`src/rtl/lbs_pkg.sv`:
```
`default_nettype none
package lbs_pkg;

    localparam int MAT_ELEMS = 12;
    localparam logic [16:0] ONE_Q16 = 17'h10000;

    localparam logic [1:0] OP_NOP   = 2'd0;
    localparam logic [1:0] OP_LOAD  = 2'd1;
    localparam logic [1:0] OP_APPLY = 2'd2;
    localparam logic [1:0] OP_SKIP  = 2'd3;

    typedef struct packed {
        logic [1:0]         op;
        logic               last;
        logic [5:0]         bone;
        logic [3:0]         elem;
        logic signed [31:0] value;
        logic signed [31:0] x;
        logic signed [31:0] y;
        logic signed [31:0] z;
        logic [16:0]        w;
    } lbs_item_t;

    typedef struct packed {
        logic clearing;
    } lbs_status_t;

endpackage
`default_nettype wire

```
`src/rtl/lbs_front.sv`:
```
`default_nettype none
module lbs_front #(
    parameter int BONE_COUNT = 64
) (
    input  wire logic               aclk,
    input  wire logic               aresetn,
    input  wire logic               s_tvalid,
    output logic                    s_tready,
    // bone_index, element_index, matrix_value, pos_x, pos_y, pos_z,
    // influence_weight, influence_absent
    input  wire logic [159:0]       s_tdata,
    // kind
    input  wire logic               s_tuser,
    input  wire logic               s_tlast,
    input  wire lbs_pkg::lbs_status_t status,
    output logic                    q_valid,
    input  wire logic               q_ready,
    output lbs_pkg::lbs_item_t      q_item
);
    import lbs_pkg::*;

    localparam logic [8:0] BONE_LIM = 9'(BONE_COUNT);

    lbs_item_t  fifo_reg [2];
    logic       wr_ptr_reg, wr_ptr_next;
    logic       rd_ptr_reg, rd_ptr_next;
    logic [1:0] count_reg, count_next;
    lbs_item_t  item;
    logic       push, pop, bone_ok, elem_ok;
    logic [16:0] w_in;

    assign bone_ok = {3'b000, s_tdata[5:0]} < BONE_LIM;
    assign elem_ok = s_tdata[9:6] < 4'(MAT_ELEMS);
    assign w_in    = s_tdata[154:138];

    always_comb begin
        item       = '0;
        item.bone  = s_tdata[5:0];
        item.elem  = s_tdata[9:6];
        item.value = s_tdata[41:10];
        item.x     = s_tdata[73:42];
        item.y     = s_tdata[105:74];
        item.z     = s_tdata[137:106];
        item.w     = (w_in > ONE_Q16) ? ONE_Q16 : w_in;
        if (!s_tuser) begin
            item.op   = (bone_ok && elem_ok) ? OP_LOAD : OP_NOP;
            item.last = 1'b0;
        end else begin
            item.op   = (bone_ok && !s_tdata[155]) ? OP_APPLY : OP_SKIP;
            item.last = s_tlast;
        end
    end

    assign s_tready = (count_reg != 2'd2) && !status.clearing;
    assign push     = s_tvalid && s_tready;
    assign q_valid  = count_reg != 2'd0;
    assign pop      = q_valid && q_ready;
    assign q_item   = fifo_reg[rd_ptr_reg];

    always_comb begin
        wr_ptr_next = push ? ~wr_ptr_reg : wr_ptr_reg;
        rd_ptr_next = pop ? ~rd_ptr_reg : rd_ptr_reg;
        count_next  = count_reg + 2'(push) - 2'(pop);
    end

    always_ff @(posedge aclk) begin
        if (!aresetn) begin
            wr_ptr_reg <= 1'b0;
            rd_ptr_reg <= 1'b0;
            count_reg  <= 2'd0;
        end else begin
            wr_ptr_reg <= wr_ptr_next;
            rd_ptr_reg <= rd_ptr_next;
            count_reg  <= count_next;
        end
    end

    always_ff @(posedge aclk) begin
        if (push) begin
            fifo_reg[wr_ptr_reg] <= item;
        end
    end

    assert property (@(posedge aclk) disable iff (!aresetn)
        (count_reg == 2'd2 && !pop) |=> !s_tready)
        else $error("queue accepted past full");
    assert property (@(posedge aclk) disable iff (!aresetn)
        (push && !pop) |=> (count_reg == $past(count_reg) + 2'd1))
        else $error("queue count lost a push");
    assert property (@(posedge aclk) disable iff (!aresetn)
        (count_reg == 2'd0) |-> !q_valid)
        else $error("empty queue shows an item");

endmodule
`default_nettype wire

```
`config.mk`:
```
export PLATFORM = sky130hd
export DESIGN_NAME = lbs_front
export DESIGN_NICKNAME = d
export VERILOG_FILES = /design/src/rtl/lbs_pkg.sv /design/src/rtl/lbs_front.sv
export SDC_FILE = /design/constraint.sdc
export NUM_CORES = 1
export LEC_CHECK = 0
export ABC_AREA = 1
export BUFFER_PORTS_ARGS = -buffer_cell sky130_fd_sc_hd__buf_4
export CAP_MARGIN = 10
export CELL_PAD_IN_SITES_DETAIL_PLACEMENT = 1
export CELL_PAD_IN_SITES_GLOBAL_PLACEMENT = 1
export CORE_MARGIN = 5
export CORE_UTILIZATION = 48
export DETAILED_ROUTE_END_ITERATION = 8
export GPL_ROUTABILITY_DRIVEN = 0
export HOLD_SLACK_MARGIN = 0.03
export PLACE_DENSITY_LB_ADDON = 0.05
export SLEW_MARGIN = 5
export SYNTH_ARGS = -nofsm -noshare
export SYNTH_HDL_FRONTEND = slang
export SYNTH_SLANG_ARGS = --single-unit
```
`constraint.sdc`:
```
create_clock -name aclk -period 19.4 [get_ports aclk]
set_input_delay 0.97 -clock aclk [delete_from_list [all_inputs] [get_ports aclk]]
set_output_delay 0.97 -clock aclk [all_outputs]
set_load 0.1 [all_outputs]
```
# Word-level counts from Yosys, hierarchy flattened
# Memories as Yosys holds them, arrays and structs flattened. A register that Yosys moved wholly into a read port is not among the register bits.
# Index checks and enable logic that the tools add are counted.
# word_totals
wordCells,24
ramBits,316
n_memories,1
in_bits,167
regBits,4
out_inout_bits,160
# op_classes
bitwise_logic,2
mux,8
magnitude_cmp,2
n_eq_ne,1
addsub,2
n_reduce_logical,5
# memory_table
memory,depth,word_bits,read_ports,rd_ports_with_merged_regs,write_ports,line,rtl
fifo_reg,2,158,1,1,1,lbs_front.sv:24,lbs_item_t fifo_reg [2];
# op_table
operator,count
$gt 17x17->1 const B,1
$mux 17,1
$mux 1,6
$lt 4x4->1 const B,1
$logic_and 1x1->1,3
$mux 3,1
$add 2x1->2,1
$ne 2x2->1 const B,1
$not 1->1,2
$reduce_bool 2->1,1
$sub 2x1->2,1
$logic_not 1->1,1

# Depth between registers and ports, before layout
# Gate-level depths: netlist of run 1.
# logic_depth
depth_word,5
depth_mapped,10

# Least setup slack after synthesis of run 1
# Ideal clock, no wire load.
# synth_path
path_type,in2reg
startpoint,input port status
endpoint,"memory fifo_reg[0][0] (netlist bit), enable pin"
required_time_ns,18.722
setup_time_ns,0.678
cell_stages,3
path_slack_ns,9.278
arrival_ns,9.444
cell_sequence,a21oi_1 > nand2_1 > nor2_1
# synth_between
elab_chain_len,5
# synth_lines
element,line,rtl
start: declaration,lbs_front.sv:15,"input wire lbs_pkg::lbs_status_t status,"
$logic_not 1->1,lbs_front.sv:54,assign s_tready = (count_reg != 2'd2) && !status.clearing;
$logic_and 1x1->1,lbs_front.sv:54,
$logic_and 1x1->1,lbs_front.sv:55,assign push = s_tvalid && s_tready;
$mux 1,lbs_front.sv:79,if (push) begin
$mux 1 (implied by the code),lbs_front.sv:80,fifo_reg[wr_ptr_reg] <= item;
end: declaration,lbs_front.sv:24,
# Every way passes these cells.

==> results.yml, run 1 <==
cells_and_area:
  largest_reg_flops: 316
  area_growth_pct: 30.2
  fin_area_mm2: 0.0160
  final_layout_size_suffix_gt1_frac: 0.561
  stdcell_count: 1277
  diodes: 0
  fin_util: 0.635
  layout.nets: 1093
synth:
  ys_ff_latch: 321
  syn_area_per_cell_um2: 21.2
  syn_nets: 751
  yosysSeqAreaShare: 0.779
  synth.area.top_cells: "edfxtp_1 77%, mux2_4 12%, mux2_2 5.2%, buf_6 1.3%, dfxtp_1 0.81%"
  yosysWarnings: 0
  synth_cell_type_count: 18
  syn_inst: 582
  yosys.area.top_type: "edfxtp_1"
  synth_area_mm2: 0.0123
  synth_top_cell_area_share: 0.771
die:
  die_w_um: 170
  std_cell_rows: 58
  initial_core_util: 0.487
  core_area_mm2: 0.0253
  dieArea_mm2: 0.0289
  io_pins: 327
  die_y_um: 170
sta:
  hold_violations: 0
  worst_pin_slew_ps: 1160
  min_period_over_period: 0.253
  min_period_ps: 4920
  setup_tns_ps: 0
  clock_skew_ps: 8.41
  timing.fmax_ghz: 0.203
  fin_ws_ps: 14480
  final_max_slew_viol_count: 0
  rsz0062_at_grt: "false"
  setup_viol: 0
  slew-limit-headroom: 0.226
worst_hold_path:
  worst_hold_path.num_cells: 2
  hold_path.class: "reg2reg"
worst_setup_path:
  worstSetupPathDepth: 4
  cp-end-kind: "output port"
  rr_worst_depth: 6
  slowest_delay_ps: 960
  worstPathMaxFanout: 71
  worst_path_most_repeated_cell: "buf_4"
  path_class: "reg2out"
  required_ps: 18430
  crit_chain: "buf_4 > buf_4 > mux2_2 > buf_4"
  critPathLaunchType: "flip-flop"
  r2r_setup_slack_ps: 15670
  slowest_stage: "buf_4"
  cp_num_buf_inv: 3
  path_delay_family: "buffers and inverters"
  crit_arrival_ps: 3950
cts:
  h-tree-depth: 2
  clock_latency_ps: 500
  root_buffer: "clkbuf_16"
  postCtsSetupRepairBufs: 0
  cts_hold_buffers: 0
  clock-sinks: 321
  cts_resized: 0
  cts_buffers: 35
  cts_tree: "done"
  clk_pin_slew_ps: 60
  clk_path_buf_depth: 3
place:
  portBuffers: 322
  dpl-instance-area_mm2: 0.0150
  place_inst: 1217
  pre_cts_ws_ps: 14960
  hpwl_um: 18900
pwr:
  p_leak_nw: 6.21
  power.density_cell_area_mw_per_mm2: 154
  vdd_drop_max_uv: 99.8
drt:
  viasPerCell: 4.96
  antenna_left: 0
  first_pass_iters: 4
  via_count: 6329
  wl_per_cell_um: 21.7
  drt-initial-drc-count: 362
  drcViolationCount: 0
  drt_wl_total_um: 27700
run_status:
  outcome: "completed"
global_routing:
  grt_antenna_before_repair: 1
  grt_pass1_wl_um: 40400
  overflow: 0
  grt_max_degree: 87
  grtUsageTotal: 0.183
  grt_pass1_vias: 6988
flow_run:
  drv_cap: 0
-- through the flow --
stage          hold WS (ps)  power, W
2_1_floorplan           467   0.00170
3_3_place_gp            485   0.00186
3_5_place_dp            496   0.00188
4_1_cts                 512   0.00249
5_1_grt                 565   0.00255
6_report                500   0.00246
-- synth_stat cells --
| master | number |
|---|---|
| a21oi_1 | 17 |
| a31oi_1 | 1 |
| buf_2 | 4 |
| buf_4 | 1 |
| buf_6 | 14 |
| buf_8 | 1 |
| clkbuf_1 | 2 |
| dfxtp_1 | 5 |
| edfxtp_1 | 316 |
| ha_1 | 2 |
| inv_1 | 25 |
| mux2_2 | 57 |
| mux2_4 | 101 |
| nand2_1 | 15 |
| nand3_1 | 1 |
| nor2_1 | 18 |
| o21a_1 | 1 |
| xnor2_1 | 1 |
-- power breakdown --
part	internal, W	leakage [nW]	total, W	switching [W]
Combinational	0.000251	2.75	0.00100	0.000751
Clock	0.000358	0.514	0.000607	0.000249
Sequential	0.000824	2.94	0.000854	0.0000297
-- routing by layer --
| layer | track usage | wire length [um] | share of wire |
|---|---|---|---|
| met2 | 0.331 | 14500 | 0.52 |
| met5 | 0 | 13 | 0.00047 |
| met1 | 0.203 | 10000 | 0.36 |
| met4 | 0.0594 | 660 | 0.024 |
| met3 | 0.0639 | 2500 | 0.090 |
-- cell families after synthesis --
family	Yosys count	share of synthesized area
AND/OR/NAND/NOR	34	0.0105
buffers and inverters	47	0.0245
multiplexers	158	0.175
flip-flops	321	0.779
adder cells (fa/ha/maj)	2	0.00203
XOR/XNOR	1	0.000712
AO/OA/AOI/OAI	19	0.00803
-- cells in the final DEF (no fill, tap or decap), drive strengths merged --
cell and n:
mux2 158, nand2 15, a31oi 1, nor2 18
xnor2 1, bufinv 1, dfxtp 5, clkbuf 44
a21oi 17, inv 25, o21a 1, nand3 1
buf 327, ha 2, clkinv 15, edfxtp 316
-- worst min-delay path, cell delays in order (launching register included) --
cell     delay (ps)
dfxtp_1         320
nor2_1           60
nor2_1           90
-- path summary, 6_finish.rpt --
path | endpoint | from
max | q_item[8] | flip-flop
min reg2reg | rd_ptr_reg | rd_ptr_reg
min | rd_ptr_reg | rd_ptr_reg
max reg2reg | fifo_reg[0][56] | count_reg[0]
-- cell type report --
cell class                 count  area (um^2)
inverter                      25         98.8
clock inverter                16         92.6
multi-input combinational    214         2430
clock buffer                  44          952
fill                        2233         9220
timing repair buffer         327         2450
sequential                   321         9590
tap                          330          413
No activity file was read; power rests on OpenSTA's default activity.
==> run 2, diff against run 1 <==
ABC_AREA = 0   (was 1)
CORE_UTILIZATION = 40   (was 48)
clock period = 3.95 ns   (was 19.4 ns; I/O delays follow)
==> run 2 against run 1 <==
Area after synthesis decreased by 2.8%. Non-clock buffer count increased by 146. First-iteration DRC count decreased by 25%. Sequential power increased to 4.9 times the previous value. Cell count increased by 14%. Clock power increased to 4.8 times the previous value. Synthesized cell count decreased by 6.2%. Global-route usage decreased by 1.5 points. Power increased to 5.2 times the previous value. Utilization decreased by 5.1 points. Routed wire length increased by 5.6%. Register-to-register slack got worse by 14000 ps.
==> results.yml, run 2 <==
synth:
  synthFlopType: "edfxtp_1"
  synth_area_mm2: 0.0120
  synth_simple_gate_area_share: 0.0211
  synth_cell_type_count: 29
  synthMuxAreaShare: 0.153
  yosysMostFrequentCell: "edfxtp_1"
  yosys.area.top_type: "edfxtp_1"
  yosysSeqAreaShare: 0.802
  async_flop_share: 0
  synth_compound_area_frac: 0.00398
  synth_common_cells: "316 x edfxtp_1, 141 x mux2_2, 15 x nor2b_1"
  synth-edff-count: 316
  syn_area_per_cell_um2: 21.9
  synth_xor_xnor_area_share: 0.00146
  synth.area.top_cells: "edfxtp_1 79%, mux2_2 13%, buf_6 1.3%, mux2_4 1.3%, dfxtp_1 0.84%"
  synth_top_family_by_area: "multiplexers"
  yosysWarnings: 0
  synth_top_cell_area_share: 0.793
  ys_ff_latch: 321
  syn_nets: 715
  syn_inst: 546
  synthAdderAreaFrac: 0.00209
die:
  io_pins: 327
  initial_core_util: 0.405
  std_cell_rows: 63
  dieArea_mm2: 0.0335
  core_area_mm2: 0.0296
  die_w_um: 183
  die_y_um: 183
pwr:
  p_sw_frac: 0.444
  p_clk_frac: 0.228
  pwr-share-seq: 0.327
  p_int_w: 0.00709
  p_leak_nw: 6.38
  switching_power_w: 0.00566
  vdd_drop_max_uv: 497
  power.density_cell_area_mw_per_mm2: 739
  p_comb_frac: 0.445
flow_run:
  drv_cap: 0
cells_and_area:
  fin_util: 0.584
  final_common_cell: "buf_4"
  largest_reg_flops: 316
  mostFrequentLayoutCells: "325 x buf_4, 316 x edfxtp_1, 144 x dlygate4sd3_1"
  fillers: 2713
  stdcell_count: 1454
  final_layout_size_suffix_gt1_frac: 0.504
  layout.nets: 1206
  seq_area_mm2: 0.00959
  area_growth_pct: 44.4
  multi_input_area_mm2: 0.00218
cts:
  root_buffer: "clkbuf_16"
  cts_buffers: 35
  clk_path_buf_depth: 3
  h-tree-depth: 2
  clock-sinks: 321
  clk_pin_slew_ps: 60
  cts_resized: 0
  cts_tree: "done"
  clock_latency_ps: 500
sta:
  worst_pin_slew_ps: 631
  hold_violations: 0
  clock_skew_ps: 10.4
  rsz0062_at_grt: "false"
  min_period_over_period: 0.679
  min_period_ps: 2680
  slew-limit-headroom: 0.579
  timing.fmax_ghz: 0.373
  final_max_slew_viol_count: 0
  setup_tns_ps: 0
  setup_viol: 0
worst_hold_path:
  hold_path.class: "in2reg"
drt:
  first_pass_iters: 5
  wl_per_cell_um: 20.1
  drt_wl_total_um: 29200
  via_count: 6751
  drt-initial-drc-count: 272
  viasPerCell: 4.64
  drcViolationCount: 0
  antenna_left: 0
worst_setup_path:
  cp-end-kind: "output port"
  path_class: "reg2out"
  required_ps: 3750
  crit_arrival_ps: 2480
  critPathLaunchType: "flip-flop"
  worstPathMaxFanout: 84
place:
  hpwl_um: 18500
  place_inst: 1246
  portBuffers: 322
global_routing:
  overflow: 0
  grt_max_degree: 91
  grt_pass1_vias: 7658
  grt_antenna_before_repair: 5
  grtUsageTotal: 0.169
  grt_pass1_wl_um: 43600
run_status:
  outcome: "completed"
-- run 2: cell count changes after synthesis, sizes merged, moves of 4 or more --
cell and change:
nor2b +17, nand2 -14, nor2 -14, a21oi -16, inv -20, nor4 +4
-- run 2: cell families (layout without fill, tap and decap cells) --
| logic type | after synthesis | in the layout |
|---|---|---|
| and+or+nand+nor | 34 | 34 |
| other | 0 | 5 |
| buffers and inverters | 24 | 537 |
| AOI/OAI and AO/OA | 4 | 4 |
| adders and majority gates | 2 | 2 |
| muxes | 159 | 159 |
| xor gates and xnor gates | 2 | 2 |
| DFF | 321 | 321 |
-- run 2: routing by layer --
layer,global-route usage,share of wire
met2,0.306,0.52
met5,0,0
met4,0.0548,0.031
met1,0.190,0.37
met3,0.0536,0.075
-- run 2: power groups by stage --
stage	Clock [W]	Sequential (W)	Combinational [W]
2_1_floorplan	0	0.00417	0.00457
3_3_place_gp	0	0.00423	0.00554
3_5_place_dp	0	0.00425	0.00557
4_1_cts	0.00300	0.00418	0.00571
5_1_grt	0.00318	0.00420	0.00584
6_report	0.00291	0.00417	0.00567
-- run 2: timing repair --
item,CTS,global route
endpoints found under the hold margin,291,0
hold buffers,144,0
setup buffers,0,0
setup endpoints to repair,0,0
-- run 2: worst max-delay path: stages, from the launching register on --
cell	delay (ps)
dfxtp_4	750
buf_12	420
mux2_2	410
buf_4	230
-- run 2: layout make-up --
class,count,share of cell area
Tap cell,390,0.0283
Timing Repair Buffer,473,0.229
Multi-Input combinational cell,201,0.126
Clock buffer,42,0.0523
Clock inverter,17,0.00623
Antenna cell,5,0.000725
Inverter,5,0.00130
Sequential cell,321,0.556
-- run 2: path summary, 6_finish.rpt --
check | slack (ps) | cells after the start | end | from
hold / removal | 60 | 3 | wr_ptr_reg | status
setup / recovery | 1270 | 3 | q_item[152] | flip-flop
hold reg to reg | 500 | 2 | wr_ptr_reg | wr_ptr_reg
setup reg to reg | 1760 | 4 | fifo_reg[0][128] | count_reg[0]
-- run 2: per-stage QoR --
step                total power (W)  setup slack (ps)  area [um^2]  hold slack (ps)
global route                 0.0132              1150        17300             67.4
global placement            0.00977              1780        14800              382
finish                       0.0128              1270        17300             57.6
detailed placement          0.00982              1730        14800              385
floorplan                   0.00875               114        12000              296
CTS                          0.0129              1230        17300             41.2
